==> config.mk <==
export PLATFORM = sky130hd
export DESIGN_NAME = linear_probe_hash_table_flat
export DESIGN_NICKNAME = d
export VERILOG_FILES = /design/src/rtl/lpht_pkg.sv /design/src/rtl/lpht_if.sv /design/src/rtl/linear_probe_hash_table.sv /design/src/rtl/lpht_mod.sv /design/src/flat_wrapper.sv
export SDC_FILE = /design/constraint.sdc
export NUM_CORES = 1
export LEC_CHECK = 0
export ABC_AREA = 1
export BUFFER_PORTS_ARGS = -buffer_cell sky130_fd_sc_hd__buf_2
export CAP_MARGIN = 0
export CORE_MARGIN = 2
export CORE_UTILIZATION = 45
export DETAILED_ROUTE_END_ITERATION = 10
export GPL_TIMING_DRIVEN = 0
export SLEW_MARGIN = 10
export SYNTH_ARGS = -nofsm -noshare
export SYNTH_HDL_FRONTEND = slang
export SYNTH_SLANG_ARGS = --single-unit
==> constraint.sdc <==
create_clock -name clk -period 7.72 [get_ports clk]
set_input_delay 1.544 -clock clk [delete_from_list [all_inputs] [get_ports clk]]
set_output_delay 1.544 -clock clk [all_outputs]
set_load 0.03 [all_outputs]
==> src/rtl/lpht_pkg.sv <==
`default_nettype none

package lpht_pkg;

  localparam int KEY_W     = 31;
  localparam int STATUS_W  = 2;
  localparam int SLOT_W    = 4;
  localparam int PROBE_W   = 5;
  localparam int SLOTS_DEF = 16;
  localparam int PROBE_MAX = 31;

  typedef enum logic [0:0] {
    ACT_INSERT = 1'b0,
    ACT_SEARCH = 1'b1
  } action_t;

  typedef enum logic [STATUS_W-1:0] {
    ST_INSERTED = 2'd0,
    ST_FULL     = 2'd1,
    ST_FOUND    = 2'd2,
    ST_MISSING  = 2'd3
  } status_t;

endpackage

`default_nettype wire

==> src/rtl/lpht_if.sv <==
`default_nettype none

interface lpht_in_if;
  logic                        valid;
  logic                        ready;
  logic                        action;
  logic [lpht_pkg::KEY_W-1:0]  key;

  modport source (output valid, output action, output key, input ready);
  modport sink   (input valid, input action, input key, output ready);
endinterface

interface lpht_out_if;
  logic                          valid;
  logic                          ready;
  logic [lpht_pkg::STATUS_W-1:0] status;
  logic [lpht_pkg::SLOT_W-1:0]   slot;
  logic [lpht_pkg::PROBE_W-1:0]  probe_count;

  modport source (output valid, output status, output slot, output probe_count, input ready);
  modport sink   (input valid, input status, input slot, input probe_count, output ready);
endinterface

`default_nettype wire

==> src/rtl/linear_probe_hash_table.sv <==
// Hash table of SLOTS keys with open addressing and linear probing.
// in_chan carries one transaction per operation: action (insert or search)
// and a 31-bit key. out_chan returns exactly one transaction per operation:
// status, slot and probe_count.
// The home slot is key modulo SLOTS: a multiply by the reciprocal of SLOTS
// at acceptance gives the quotient, and the remainder follows in the next
// cycle. The probe then reads one slot of the key memory per cycle, back to
// back, with the first read issued with the remainder, up to SLOTS slots.
// When the probe ends the result is loaded into the output register, or
// into a holding register if that is still full; the next operation can
// be accepted in the cycle after the output register is loaded, and
// in_chan.ready is high only while no operation is in flight.
// After reset the block sweeps the memory, clearing one entry per cycle,
// and accepts nothing during that sweep.
// The output register holds a result until out_chan.ready; a new operation
// may be accepted meanwhile, and a finished result that finds the output
// register still full waits in a holding register until it drains.
`default_nettype none

module linear_probe_hash_table #(
  parameter int SLOTS = lpht_pkg::SLOTS_DEF
) (
  input  logic              clk,
  input  logic              rst_n,
  lpht_in_if.sink           in_chan,
  lpht_out_if.source        out_chan
);

  localparam int AW = $clog2(SLOTS);
  localparam int PW = $clog2(SLOTS + 1);
  localparam int DW = lpht_pkg::KEY_W + 1;

  typedef enum logic [4:0] {
    S_CLEAR = 5'b00001,
    S_IDLE  = 5'b00010,
    S_MOD   = 5'b00100,
    S_PROBE = 5'b01000,
    S_FIN   = 5'b10000
  } state_t;

  state_t state_r;

  logic [DW-1:0] mem [SLOTS];
  logic [DW-1:0] rd_q;
  logic          wen;
  logic [AW-1:0] waddr;
  logic [DW-1:0] wdata;
  logic [AW-1:0] raddr;

  logic [AW-1:0]                   clr_r;
  logic [AW-1:0]                   cur_r;
  logic [AW-1:0]                   cur_next;
  logic [AW-1:0]                   cnt_r;
  logic                            act_r;
  logic [lpht_pkg::KEY_W-1:0]      key_r;

  logic                            mod_done;
  logic [AW-1:0]                   mod_rem;

  logic                            in_fire;
  logic                            out_free;
  logic                            out_load;
  logic                            last;
  logic                            rd_valid;
  logic                            rd_match;

  logic                            pr_done;
  lpht_pkg::status_t               pr_status;
  logic [AW-1:0]                   pr_slot;
  logic [PW-1:0]                   pr_probes;
  logic [lpht_pkg::PROBE_W-1:0]    pr_probes_sat;

  lpht_pkg::status_t               res_status_r;
  logic [lpht_pkg::SLOT_W-1:0]     res_slot_r;
  logic [lpht_pkg::PROBE_W-1:0]    res_probe_r;

  logic                            out_valid_r;
  lpht_pkg::status_t               out_status_r;
  logic [lpht_pkg::SLOT_W-1:0]     out_slot_r;
  logic [lpht_pkg::PROBE_W-1:0]    out_probe_r;

  assign in_chan.ready        = (state_r == S_IDLE);
  assign in_fire              = in_chan.valid && (state_r == S_IDLE);
  assign out_free             = !out_valid_r || out_chan.ready;
  assign out_load             = out_free && (((state_r == S_PROBE) && pr_done) ||
                                             (state_r == S_FIN));

  assign out_chan.valid       = out_valid_r;
  assign out_chan.status      = out_status_r;
  assign out_chan.slot        = out_slot_r;
  assign out_chan.probe_count = out_probe_r;

  lpht_mod #(.SLOTS(SLOTS)) u_mod (
    .clk      (clk),
    .rst_n    (rst_n),
    .start    (in_fire),
    .dividend (in_chan.key),
    .done     (mod_done),
    .rem      (mod_rem)
  );

  assign cur_next = (cur_r == AW'(SLOTS - 1)) ? '0 : cur_r + AW'(1);
  assign raddr    = (state_r == S_MOD) ? mod_rem : cur_next;
  assign last     = (cnt_r == AW'(SLOTS - 1));
  assign rd_valid = rd_q[DW-1];
  assign rd_match = (rd_q[lpht_pkg::KEY_W-1:0] == key_r);

  always_comb begin
    pr_done   = 1'b0;
    pr_status = lpht_pkg::ST_MISSING;
    pr_slot   = '0;
    pr_probes = '0;
    wen       = 1'b0;
    waddr     = cur_r;
    wdata     = {1'b1, key_r};
    if (state_r == S_CLEAR) begin
      wen   = 1'b1;
      waddr = clr_r;
      wdata = '0;
    end else if (state_r == S_PROBE) begin
      if (act_r == lpht_pkg::ACT_INSERT) begin
        if (!rd_valid) begin
          pr_done   = 1'b1;
          pr_status = lpht_pkg::ST_INSERTED;
          pr_slot   = cur_r;
          wen       = 1'b1;
        end else if (last) begin
          pr_done   = 1'b1;
          pr_status = lpht_pkg::ST_FULL;
        end
      end else begin
        if (!rd_valid) begin
          pr_done   = 1'b1;
          pr_status = lpht_pkg::ST_MISSING;
          pr_probes = PW'(cnt_r);
        end else if (rd_match) begin
          pr_done   = 1'b1;
          pr_status = lpht_pkg::ST_FOUND;
          pr_slot   = cur_r;
          pr_probes = PW'(cnt_r) + PW'(1);
        end else if (last) begin
          pr_done   = 1'b1;
          pr_status = lpht_pkg::ST_MISSING;
          pr_probes = PW'(SLOTS);
        end
      end
    end
  end

  assign pr_probes_sat = (32'(pr_probes) > 32'(lpht_pkg::PROBE_MAX))
                         ? lpht_pkg::PROBE_W'(lpht_pkg::PROBE_MAX)
                         : lpht_pkg::PROBE_W'(pr_probes);

  always_ff @(posedge clk) begin
    if (wen) begin
      mem[waddr] <= wdata;
    end
    rd_q <= mem[raddr];
  end

  always_ff @(posedge clk) begin
    if (!rst_n) begin
      state_r     <= S_CLEAR;
      clr_r       <= '0;
      out_valid_r <= 1'b0;
    end else begin
      if (out_load) begin
        out_valid_r <= 1'b1;
      end else if (out_chan.ready) begin
        out_valid_r <= 1'b0;
      end
      unique case (state_r)
        S_CLEAR: begin
          clr_r <= clr_r + AW'(1);
          if (clr_r == AW'(SLOTS - 1)) begin
            state_r <= S_IDLE;
          end
        end
        S_IDLE: begin
          if (in_fire) begin
            state_r <= S_MOD;
          end
        end
        S_MOD: begin
          if (mod_done) begin
            state_r <= S_PROBE;
          end
        end
        S_PROBE: begin
          if (pr_done) begin
            if (out_free) begin
              state_r <= S_IDLE;
            end else begin
              state_r <= S_FIN;
            end
          end
        end
        S_FIN: begin
          if (out_free) begin
            state_r <= S_IDLE;
          end
        end
        default: begin
          state_r <= S_CLEAR;
        end
      endcase
    end
  end

  always_ff @(posedge clk) begin
    if (in_fire) begin
      act_r <= in_chan.action;
      key_r <= in_chan.key;
    end
    if (state_r == S_MOD && mod_done) begin
      cur_r <= mod_rem;
      cnt_r <= '0;
    end else if (state_r == S_PROBE && !pr_done) begin
      cur_r <= cur_next;
      cnt_r <= cnt_r + AW'(1);
    end
    if (state_r == S_PROBE && pr_done) begin
      res_status_r <= pr_status;
      res_slot_r   <= lpht_pkg::SLOT_W'(pr_slot);
      res_probe_r  <= pr_probes_sat;
      if (out_free) begin
        out_status_r <= pr_status;
        out_slot_r   <= lpht_pkg::SLOT_W'(pr_slot);
        out_probe_r  <= pr_probes_sat;
      end
    end else if (state_r == S_FIN && out_free) begin
      out_status_r <= res_status_r;
      out_slot_r   <= res_slot_r;
      out_probe_r  <= res_probe_r;
    end
  end

endmodule

`default_nettype wire

==> src/rtl/lpht_mod.sv <==
`default_nettype none

module lpht_mod #(
  parameter int SLOTS = lpht_pkg::SLOTS_DEF
) (
  input  logic                       clk,
  input  logic                       rst_n,
  input  logic                       start,
  input  logic [lpht_pkg::KEY_W-1:0] dividend,
  output logic                       done,
  output logic [$clog2(SLOTS)-1:0]   rem
);

  localparam int RW  = $clog2(SLOTS);
  localparam int KW  = lpht_pkg::KEY_W;
  localparam int MW  = KW + 1;
  localparam int PRW = KW + MW;
  localparam logic [63:0] RECIP_FULL =
    ((64'd1 << (KW + RW)) + 64'(SLOTS) - 64'd1) / 64'(SLOTS);
  localparam logic [MW-1:0] RECIP   = MW'(RECIP_FULL);
  localparam logic [KW-1:0] DIVISOR = KW'(SLOTS);

  logic [PRW-1:0] prod;
  logic [KW-1:0]  quo;
  logic [KW-1:0]  quo_r;
  logic [KW-1:0]  dvd_r;
  logic [KW-1:0]  back;
  logic           busy_r;

  assign prod = {{MW{1'b0}}, dividend} * {{KW{1'b0}}, RECIP};
  assign quo  = KW'(prod >> (KW + RW));
  assign back = quo_r * DIVISOR;
  assign done = busy_r;
  assign rem  = RW'(dvd_r - back);

  always_ff @(posedge clk) begin
    if (!rst_n) begin
      busy_r <= 1'b0;
    end else begin
      busy_r <= start;
    end
  end

  always_ff @(posedge clk) begin
    if (start) begin
      dvd_r <= dividend;
      quo_r <= quo;
    end
  end

endmodule

`default_nettype wire
==> src/flat_wrapper.sv <==
// flat-port wrapper written by rule: the top's interface ports become plain ports
module linear_probe_hash_table_flat 
#(
  parameter int SLOTS = lpht_pkg::SLOTS_DEF
)
  (clk, rst_n, in_chan_valid, in_chan_action, in_chan_key, in_chan_ready, out_chan_valid, out_chan_status, out_chan_slot, out_chan_probe_count, out_chan_ready);
  lpht_in_if in_chan_i ();
  lpht_out_if out_chan_i ();
  input  logic clk;
  input  logic rst_n;
  input wire logic [$bits(in_chan_i.valid)-1:0] in_chan_valid;
  input wire logic [$bits(in_chan_i.action)-1:0] in_chan_action;
  input wire logic [$bits(in_chan_i.key)-1:0] in_chan_key;
  output wire logic [$bits(in_chan_i.ready)-1:0] in_chan_ready;
  output wire logic [$bits(out_chan_i.valid)-1:0] out_chan_valid;
  output wire logic [$bits(out_chan_i.status)-1:0] out_chan_status;
  output wire logic [$bits(out_chan_i.slot)-1:0] out_chan_slot;
  output wire logic [$bits(out_chan_i.probe_count)-1:0] out_chan_probe_count;
  input wire logic [$bits(out_chan_i.ready)-1:0] out_chan_ready;
  assign in_chan_i.valid = in_chan_valid;
  assign in_chan_i.action = in_chan_action;
  assign in_chan_i.key = in_chan_key;
  assign in_chan_ready = in_chan_i.ready;
  assign out_chan_valid = out_chan_i.valid;
  assign out_chan_status = out_chan_i.status;
  assign out_chan_slot = out_chan_i.slot;
  assign out_chan_probe_count = out_chan_i.probe_count;
  assign out_chan_i.ready = out_chan_ready;
  linear_probe_hash_table #(.SLOTS(SLOTS)) u_core (.clk(clk), .rst_n(rst_n), .in_chan(in_chan_i), .out_chan(out_chan_i));
endmodule
==> impl_metrics.json <==
{
  "status": "completed",
  "power_mw": 8.88,
  "nets": 2286,
  "cts-root-buf": "clkbuf_16",
  "drc": 0,
  "start_kind": "flip-flop",
  "row_count": 86,
  "layout_commonest_cell": "edfxtp_1",
  "syn-mean-instance-area_um2": 12.0,
  "cts_resized": 0,
  "routed_wl_mm": 67.8,
  "dieArea_mm2": 0.0580,
  "hpwl_mm": 44.2,
  "maxCapViolCount": 0,
  "maxSlewHeadroom": 0.201,
  "worst_pin_slew_ns": 1.19,
  "core_area_mm2": 0.0553,
  "postCtsSetupBuffers": 0,
  "period_share": 0.483,
  "overflow": 0,
  "p_leak_nw": 11.3,
  "ant_nets": 0,
  "layout_min_cycle_time_ns": 3.73,
  "vias": 16459,
  "timing.hold.ws_ns": 0.510,
  "fin_util": 0.528,
  "area_growth_pct": 15.6,
  "mostFrequentLayoutCells": "edfxtp_1, nand2_1, inv_1",
  "power.density_mw_per_mm2": 304,
  "crit_start": "u_core.state_r[4]$_SDFFE_PN0P_",
  "syn_inst": 2110,
  "ys_seq_area_frac": 0.715,
  "cts_hold_buf": 0,
  "setup_violations": 0,
  "grt_start_max_net_pins": 26,
  "fin_skew_ns": 0.0250,
  "fin_ws_ns": 3.99,
  "numCtsBuffers": 66,
  "die_w_um": 241,
  "clkTransAtPathRegs_ns": 0.06,
  "drtPass1Iterations": 5,
  "peakVddDrop_v": 0.000210,
  "dp_cells": 2927,
  "finalHoldViolCount": 0,
  "cts_buffer_depth": 3,
  "hold_class": "flip-flop to flip-flop",
  "fin_tns_setup_ns": 0,
  "clkLatencyLatePin_ns": 0.60,
  "placed_cell_area_mm2": 0.0271,
  "io_buffers": 48,
  "yosys.area.top_type_share": 0.678,
  "fmax_ghz": 0.268,
  "rr_startpoint": "u_core.state_r[4]$_SDFFE_PN0P_",
  "ys_seq_elements": 617,
  "design_area_mm2": 0.0292,
  "antenna_found_initial": 0,
  "drt_iter0_drc": 1679,
  "final_cells": 3046,
  "ys_top_cells_by_area": "edfxtp_1, o211ai_1, nand2_1, inv_1, nand3_1",
  "cp_data_arrival_time_ns": 4.02,
  "endpoint_kind": "flip-flop",
  "htreeDepth": 3,
  "r2r_end": "u_core.mem[6][19]$_DFFE_PP_",
  "viasPerCell": 5.40,
  "pre_cts_ws_ns": 4.01,
  "cp_max_fo": 25,
  "grt_pass1_vias": 15994,
  "syn_area_mm2": 0.0252,
  "chipHeight_um": 241,
  "grt_pass1_wl_mm": 101,
  "wl_per_cell_um": 22.3,
  "synth_largest_area_cell": "edfxtp_1",
  "synth_nets": 2149,
  "reg2reg_depth": 8,
  "r2r_setup_slack_ns": 3.99,
  "ioPinCount": 49,
  "grt.total_usage": 0.239,
  "rsz0062_at_grt": "false",
  "synth_cell_types": 28,
  "place.gp.congestion": 0.820,
  "cts_tree": "done",
  "fillCellCount": 4630,
  "cp-endpoint": "u_core.mem[6][19]$_DFFE_PP_",
  "ys_warn_count": 0,
  "start_util": 0.456,
  "cts_sinks": 617,
  "worst-setup-path-type": "flip-flop to flip-flop",
  "finalMaxSlewViolations": 0,
  "antenna_cells": 0,
  "drive_above_1_share": 0.120,
  "required_ns": 8.01
}
power breakdown:
group	leakage [nW]	internal [mW]	switching (mW)	total, mW
Clock	1.04	1.84	1.26	3.10
Combinational	4.59	0.267	0.865	1.13
Sequential	5.62	4.50	0.139	4.64
Total	11.3	6.61	2.27	8.88
metal layers:
metal  global-route usage  vias up  share of wire
met2                0.393      699           0.47
met1                0.320     7999           0.42
li1                     -     7616              -
met4               0.0864        0          0.032
met5                    0        -              0
met3               0.0432      145          0.075
cells by family after synthesis:
group | after synthesis | share of synthesized area
simple gates | 724 | 0.120
flops | 617 | 0.715
buf+inv | 453 | 0.0717
compound gates | 291 | 0.0838
xor+xnor | 22 | 0.00763
fa+ha+maj | 3 | 0.00149
critical path: stages, from the launching register on:
cell      delay (ns)
dfxtp_1         0.39
inv_2           0.09
nand3_1         0.17
clkbuf_1        0.81
nand2_1         0.25
o21ai_0         0.29
nand2_1         0.39
nor2_4          0.80
buf_16          0.24
final cells by class:
class | instances | area [um2] | area share
inverters | 342 | 1280 | 0.0440
well taps | 748 | 936 | 0.0321
plain buffers | 111 | 527 | 0.0181
clock buffers | 102 | 1990 | 0.0683
flip-flops and latches | 617 | 18100 | 0.619
clock inverters | 17 | 130 | 0.00446
multi-input cells | 1040 | 5490 | 0.188
repair buffers | 69 | 758 | 0.0260
how the worst min path moves through the flow:
| stage | slack (ns) | start | depth (start not counted) | to |
|---|---|---|---|---|
| 6_report | 0.51 | u_core.clr_r[0]$_SDFFE_PN0P_ | 2 | u_core.clr_r[0]$_SDFFE_PN0P_ |
| 4_1_cts | 0.51 | u_core.clr_r[0]$_SDFFE_PN0P_ | 2 | u_core.clr_r[0]$_SDFFE_PN0P_ |
| 3_3_place_gp | 0.49 | u_core.clr_r[0]$_SDFFE_PN0P_ | 2 | u_core.clr_r[0]$_SDFFE_PN0P_ |
| 3_5_place_dp | 0.50 | u_core.clr_r[0]$_SDFFE_PN0P_ | 2 | u_core.clr_r[0]$_SDFFE_PN0P_ |
| 2_1_floorplan | 0.46 | u_core.clr_r[2]$_SDFFE_PN0P_ | 2 | u_core.clr_r[2]$_SDFFE_PN0P_ |
| 5_1_grt | 0.55 | u_core.clr_r[2]$_SDFFE_PN0P_ | 2 | u_core.clr_r[2]$_SDFFE_PN0P_ |
synthesized netlist by cell type, drive strengths merged:
cell type and n:
xnor2 18, xor2 4, edfxtp 570, nor2 95
a21oi 8, nand4 5, o211ai 256, clkinv 1
or2 2, buf 92, nor3 5, a31oi 2
o21ai 25, ha 3, clkbuf 19, and2 1
nand2 406, dfxtp 47, inv 341, nand3 210
sequential cells by signal (all words and copies together), names as in the netlist:
| name | count |
|---|---|
| u_core.res_status_r | 2 |
| u_core.rd_q | 32 |
| u_core.out_chan.probe_count | 5 |
| u_core.state_r | 5 |
| u_core.res_slot_r | 4 |
| u_core.out_chan.status | 2 |
| u_core.out_chan.slot | 4 |
| u_core.cur_r | 4 |
| u_core.mem | 512 |
| u_core.key_r | 31 |
| u_core.cnt_r | 4 |
| u_core.clr_r | 4 |
| u_core.out_chan.valid | 1 |
| u_core.u_mod.done | 1 |
| u_core.act_r | 1 |
| u_core.res_probe_r | 5 |
(Power assumes the default switching activity.)
